## config.mk

```make
export PLATFORM = sky130hd
export DESIGN_NAME = plp_sqrt
export DESIGN_NICKNAME = d
export VERILOG_FILES = /design/src/hw/rtl/plp_pkg.sv /design/src/hw/rtl/plp_sqrt.sv
export SDC_FILE = /design/constraint.sdc
export NUM_CORES = 2
export LEC_CHECK = 0
export ABC_CLOCK_PERIOD_IN_PS = 3530
export BUFFER_PORTS_ARGS = -buffer_cell sky130_fd_sc_hd__buf_2
export CORE_UTILIZATION = 41
export CTS_CLUSTER_DIAMETER = 50
export DETAILED_ROUTE_END_ITERATION = 10
export PLACE_DENSITY = 0.59
export SLEW_MARGIN = 10
export SYNTH_ARGS = -nofsm -noshare
export SYNTH_HDL_FRONTEND = slang
export SYNTH_MEMORY_MAX_BITS = 65536
export SYNTH_SLANG_ARGS = --single-unit
```

## constraint.sdc

```tcl
create_clock -name clk -period 3.53 [get_ports clk]
set_input_delay 0.8825 -clock clk [delete_from_list [all_inputs] [get_ports clk]]
set_output_delay 0.8825 -clock clk [all_outputs]
set_load 0.02 [all_outputs]
```

## src/hw/rtl/plp_pkg.sv

```systemverilog
// shared widths, limits and helpers for the point to line projection pipeline
// no dependencies; imported by every module of the block
package plp_pkg;

	localparam int FRAC_BITS_DEF = 16;
	localparam int COORD_W       = 32;
	localparam int DIFF_W        = COORD_W + 1;
	localparam int PROD_W        = 2 * DIFF_W;
	localparam int SUM_W         = PROD_W + 2;
	localparam int LAM_W         = 32;
	localparam int DIST_W        = 33;

	localparam logic [LAM_W-1:0]  LAM_POS_MAX = 32'h7FFF_FFFF;
	localparam logic [LAM_W-1:0]  LAM_NEG_MAG = 32'h8000_0000;
	localparam logic [DIST_W-1:0] DIST_MAX    = 33'h1_FFFF_FFFF;

	// magnitude of a signed coordinate difference
	function automatic logic [DIFF_W-1:0] mag_diff(input logic [DIFF_W-1:0] x);
		return x[DIFF_W-1] ? (~x + 1'b1) : x;
	endfunction

endpackage

```

## src/hw/rtl/plp_sqrt.sv

```systemverilog
// pipelined integer square root, floor of the root, one root bit per stage
// depends on plp_pkg
module plp_sqrt
	import plp_pkg::*;
#(
	parameter int RW   = DIST_W,
	parameter int SB_W = 1
) (
	input  logic            clk,
	input  logic            arst_n,
	input  logic            en,
	input  logic            in_valid,
	input  logic [2*RW-1:0] rad,
	input  logic [SB_W-1:0] sb,
	output logic            out_valid,
	output logic [RW-1:0]   root,
	output logic [SB_W-1:0] out_sb
);

	logic [RW-1:0]   vld_s;
	logic [RW:0]     rem_s  [RW];
	logic [RW-1:0]   root_s [RW];
	logic [2*RW-1:0] rad_s  [RW];
	logic [SB_W-1:0] sb_s   [RW];

	for (genvar i = 0; i < RW; i++) begin : g_step
		logic            cv;
		logic [RW:0]     crem;
		logic [RW-1:0]   croot;
		logic [2*RW-1:0] crad;
		logic [SB_W-1:0] csb;
		logic [RW+2:0]   pre;
		logic [RW+2:0]   trial;
		logic [RW+2:0]   diff;
		logic            take;

		if (i == 0) begin : g_head
			assign cv    = in_valid;
			assign crem  = '0;
			assign croot = '0;
			assign crad  = rad;
			assign csb   = sb;
		end else begin : g_body
			assign cv    = vld_s[i-1];
			assign crem  = rem_s[i-1];
			assign croot = root_s[i-1];
			assign crad  = rad_s[i-1];
			assign csb   = sb_s[i-1];
		end

		assign pre   = {crem, crad[2*RW-1:2*RW-2]};
		assign trial = (RW+3)'({croot, 2'b01});
		assign diff  = pre - trial;
		assign take  = pre >= trial;

		always_ff @(posedge clk or negedge arst_n) begin
			if (!arst_n) begin
				vld_s[i] <= 1'b0;
			end else if (en) begin
				vld_s[i] <= cv;
			end
		end

		always_ff @(posedge clk) begin
			if (en) begin
				rem_s[i]  <= take ? diff[RW:0] : pre[RW:0];
				root_s[i] <= {croot[RW-2:0], take};
				rad_s[i]  <= crad << 2;
				sb_s[i]   <= csb;
			end
		end
	end

	assign out_valid = vld_s[RW-1];
	assign root      = root_s[RW-1];
	assign out_sb    = sb_s[RW-1];

endmodule

```

After elaboration in Yosys (flattened, before gate mapping)
Memory sizes are Yosys's and may differ from the RTL's.
Cells that the tools add are included.
- RAM bits: 4356
- bits in registers: 33
- memories kept: 4
- output and inout port bits: 35
- order comparisons: 33
- mux-type cells: 35
- add/sub/neg operators: 33
- memories (name ; words ; bits a word ; read ports ; clocked after Yosys merged registers in ; wr ports ; RTL line ; text):
    rad_s ; 33 ; 64 ; 32 ; 0 ; 33 ; plp_sqrt.sv:23 ; logic [2*RW-1:0] rad_s [RW];
    rem_s ; 33 ; 34 ; 32 ; 0 ; 33 ; plp_sqrt.sv:21 ; logic [RW:0] rem_s [RW];
    root_s ; 33 ; 33 ; 33 ; 0 ; 33 ; plp_sqrt.sv:22 ; logic [RW-1:0] root_s [RW];
    sb_s ; 33 ; 1 ; 33 ; 0 ; 33 ; plp_sqrt.sv:24 ; logic [SB_W-1:0] sb_s [RW];
- operators by type and width (cell ; number):
    >= comparator 36 x 35 -> 1 bit ; 32
    2-to-1 mux 34 bit ; 33
    subtractor 34 bit ; 32
    subtractor 2 x 1 -> 3 bit (second input constant) ; 1
    >= comparator 2 x 1 -> 1 bit (second input constant) ; 1
    2-to-1 mux 1 bit ; 2

Logic depth before layout (Yosys ltp)
An unclocked memory read counts as a cell.
- depth in word-level cells: 3
- depth in mapped cells: 16
- depth with buffers taken out: 14

Worst setup path before layout
Ideal clock, no wire load.
- path type: reg-to-reg
- start point: mem rem_s[0][839] (netlist bit)
- end point: mem rem_s[0][876] (netlist bit), data pin
- stages on the path, launching flop included: 11
- required time: 3251 ps
- path slack: -29 ps
- clock period less this slack: 3559 ps
- data arrival time: 3280 ps
- cell sequence: edfxtp_1 -> ha_1 -> clkbuf_1 -> and3_1 -> a2111oi_0 -> o31ai_1 -> a311o_1 -> a31oi_1 -> inv_1 -> and4b_1 -> or4b_2
- RTL lines (what ; RTL line):
    from (decl) ; plp_sqrt.sv:21

==> summary.txt <==
Outcome
  – Status: finished, final reports clean

STA
  – Fmax: slightly below 0.3 GHz
  – Hold Worst Slack: 0.143 ns
  – RSZ-0062 raised after global routing: yes
  – Hold Fails Final Rpt: 0
  – Max-slew headroom: about 28%
  – Post-route minimum period: about 3.5 ns
  – Total Neg Setup Slack: 0 ns
  – Max-slew violations: 0
  – Worst-Margin Slew: about 1.1 ns
  – Final Cycle Share: between 90% and 100%
  – Setup violators final: 0
  – Final setup margin: 0.0591 ns
  – Fin Clk Skew: ~0.050 ns

Floorplanning
  – Cell row count: 202
  – # IOs: 106
  – Initial Util: 41.3%
  – Die height: about 550 um
  – Core footprint: 0.303 mm2
  – Die X: 554 um
  – Die Area: a little over 0.3 mm2

Logic synthesis
  – Synth cell types: 94
  – Seq cells post-synth: 2720
  – Async SR Flop Fraction: 1.21%
  – Seq/Total Area, Yosys: between 60% and 70%
  – Mapped Nets: 10200
  – Ys Warns: 0
  – Post-synth top flop: edfxtp_1
  – Post-Syn Instances: ~9600
  – Synth top area share: between 60% and 70%
  – Avg Cell Area, Syn: 13.1 um2
  – Cell accounting for the most synthesized area: edfxtp_1
  – Number of synthesized flops with an enable pin: 2687
  – Synth area leaders: edfxtp_1, ha_1, xnor2_1, xor2_1, a21oi_1
  – Syn Std Cell Area: 0.125 mm2

Routing
  – DR iter-0 viols: 5453
  – Routed len/inst: between 15 and 20 um
  – Via count of the routed design: around 76000
  – Drt total wl: 276000 um
  – Routed vias/inst: 5.20
  – # DRC: 0
  – DR pass1 iterations: 6
  – Antenna Nets Post-Route: 0

Power
  – Sw Pwr: 28.9 mW
  – Power Density: just under 700 mW/mm2
  – Peak supply drop: 478 uV
  – Switching Share: 28.6%
  – Comb power frac: between 20 and 25%
  – Leak: 57.0 nW
  – Int Power: around 70 mW
  – Clock power frac: 35.9%
  – Register share of total power: 43.5%
  – Tot Pwr: 101 mW

Critical path
  – Critical Path AT: ~4.1 ns
  – Worst setup EP type: flop
  – Reg-to-reg endpoint: rem_s[0][676]
  – WP data required: around 4.2 ns
  – Worst R2R Start: root_s[0][603]
  – Crit Path Max Fanout: 4
  – CP Class: reg2reg
  – Worst r2r path cells: 12
  – Critical path launch point type: flop
  – Reg2Reg Setup Slack: 0.06 ns

Placed design
  – Placed cells: 14000
  – Dpl cell area: 0.135 mm2
  – Port bufs: 105
  – Setup WS pre-CTS: -0.288 ns
  – RD Place Congestion: 0.962
  – Detail Placement HPWL: 203000 um

Finish
  – Area of the multi-input gates: 0.0409 mm2
  – Share of layout cells above drive strength 1: ~15%
  – Finished Cell Area: 0.148 mm2
  – Final nets: 11100
  – Fillcell total: 26200
  – Post-Route Utilization: 48.7%
  – Area grow syn2layout: 18.1%
  – FF/Latch Area: 0.0815 mm2
  – Filler-free cell count of the finished design: 14700

CTS
  – Longest Clk Path Bufs: 4
  – Num CTS Buffers: 360
  – Clock root buffer: clkbuf_16
  – CTS tree: built
  – Reg clk slew, reported paths: 0.06 ns
  – Clock latency on the worst-skew pair: ~0.9 ns
  – Htree depth: 5
  – CTS Sinks: 2720

Global route
  – Remaining global-route overflow: 0
  – Initial antenna violation count: 6
  – All-Layer GR Usage: ~18%
  – Pin count of the biggest net entering global routing: around 120
  – Number of global-route vias before repair: just under 80000
  – Global-route wire length before repair: 432000 um

Hold path
  – Hold WC Path Type: in2reg
  – Hold depth: 1
  – WHS Endpoint: rad_s[0][50]
  – Hold Startpoint: rad[50]

Job
  – Max Cap Viol: 0
power groups by stage:
stage               Clock (mW)  Combinational [mW]  Sequential [mW]
global route              38.5                23.2             44.3
CTS                       37.3                20.5             43.9
floorplan                    0                14.0             43.2
finish                    36.2                20.8             43.9
global placement             0                20.0             44.5
detailed placement           0                20.3             44.5
final cells by class:
cell class                 instances  share of cell area, %
multi-input combinational       5911                   27.7
antenna                            1                0.00169
timing repair buffer             670                   3.73
tap                             3978                   3.37
clock inverter                   242                   1.87
inverter                         745                   1.89
sequential                      2720                   55.2
clock buffer                     413                   6.26
routing by layer:
metal | up-vias | GRT usage, % | share of wire (%)
met5 | - | 0 | 0
met4 | 0 | 6.70 | 4.0
met3 | 569 | 2.74 | 4.3
met2 | 1681 | 30.7 | 49
met1 | 37000 | 22.2 | 43
li1 | 37100 | - | -
what timing repair did:
item,4_1_cts,5_1_grt
resized for setup,24,182
cloned,0,1
hold endpoints to repair,28,0
endpoints found under the setup margin,72,351
pin swaps,6,42
buffers inserted,5,21
hold buffers,1,0
cell usage after synthesis (all sizes together), types with 116 or more instances:
master  number
edfxtp    2687
inv        745
nand2      690
a21oi      604
ha         596
nor2       550
o21ai      521
xnor2      470
xor2       406
a21o       239
nor3       217
clkbuf     176
nand3      150
nand2b     133
or3        116
worst max-delay path by stage:
stage,start,end,slack (ns),depth (start not counted)
after floorplan,rem_s[0][719],rem_s[0][760],0.02,12
after global placement,root_s[0][666],rem_s[0][745],-0.29,12
after detailed placement,root_s[0][666],rem_s[0][745],-0.29,12
after CTS,rem_s[0][123],rem_s[0][161],0.0003,11
after global routing,rem_s[0][260],rem_s[0][273],-0.06,11
final,root_s[0][603],rem_s[0][676],0.06,12
worst max-delay path, cell delays in order, from the launching register on:
cell      delay, ns
edfxtp_1       0.43
inv_1          0.08
ha_1           0.23
a21o_1         0.18
a21o_1         0.18
a211o_1        0.30
a21oi_2        0.20
nand3_2        0.16
a22o_1         0.22
or3_1          0.42
or2_2          0.32
or3_1          0.33
xnor2_1        0.13
placed cells by master (no fill, tap or decap), types with 25 or more instances in the layout:
| cell type | instances |
|---|---|
| nand4_1 | 103 |
| clkbuf_1 | 51 |
| o31ai_1 | 39 |
| clkinv_2 | 30 |
| buf_4 | 502 |
| a21oi_1 | 589 |
| o21bai_1 | 52 |
| a211oi_1 | 36 |
| and3_1 | 61 |
| clkinv_1 | 41 |
| o21ai_0 | 498 |
| xor2_1 | 406 |
| clkinvlp_4 | 29 |
| clkinv_4 | 25 |
| mux2_2 | 104 |
| or3_1 | 100 |
| buf_2 | 104 |
| or4_1 | 52 |
| and2_1 | 25 |
| xnor2_1 | 470 |
| nor4_1 | 83 |
| clkbuf_16 | 363 |
| bufinv_16 | 36 |
| or2_2 | 35 |
| inv_6 | 44 |
| dfrtp_1 | 33 |
| o21a_1 | 88 |
| nor2_1 | 537 |
| buf_12 | 56 |
| o211ai_1 | 32 |
| nor2b_1 | 87 |
| edfxtp_1 | 2687 |
| nand3_1 | 143 |
| inv_1 | 740 |
| nand2_1 | 686 |
| nand2b_1 | 133 |
| ha_1 | 583 |
| a21o_1 | 239 |
| a31oi_1 | 55 |
| nor3_1 | 200 |
registers in the layout, indices dropped and copies added (netlist names):
name and flops:
sb_s 33, rad_s 1056, out_valid 1, rem_s 1037, root_s 561, g_step.cv 32
cell families after synthesis:
| group | after synthesis | synth area share, % |
|---|---|---|
| and+or+nand+nor | 2428 | 9.57 |
| DFF | 2720 | 65.2 |
| muxes | 117 | 1.04 |
| xor gates and xnor gates | 876 | 6.14 |
| other | 1 | 0.00300 |
| adders and majority gates | 596 | 5.96 |
| AOI/OAI and AO/OA | 1893 | 9.28 |
| buffers and inverters | 935 | 2.82 |
No activity file was read; power rests on OpenSTA's default activity.
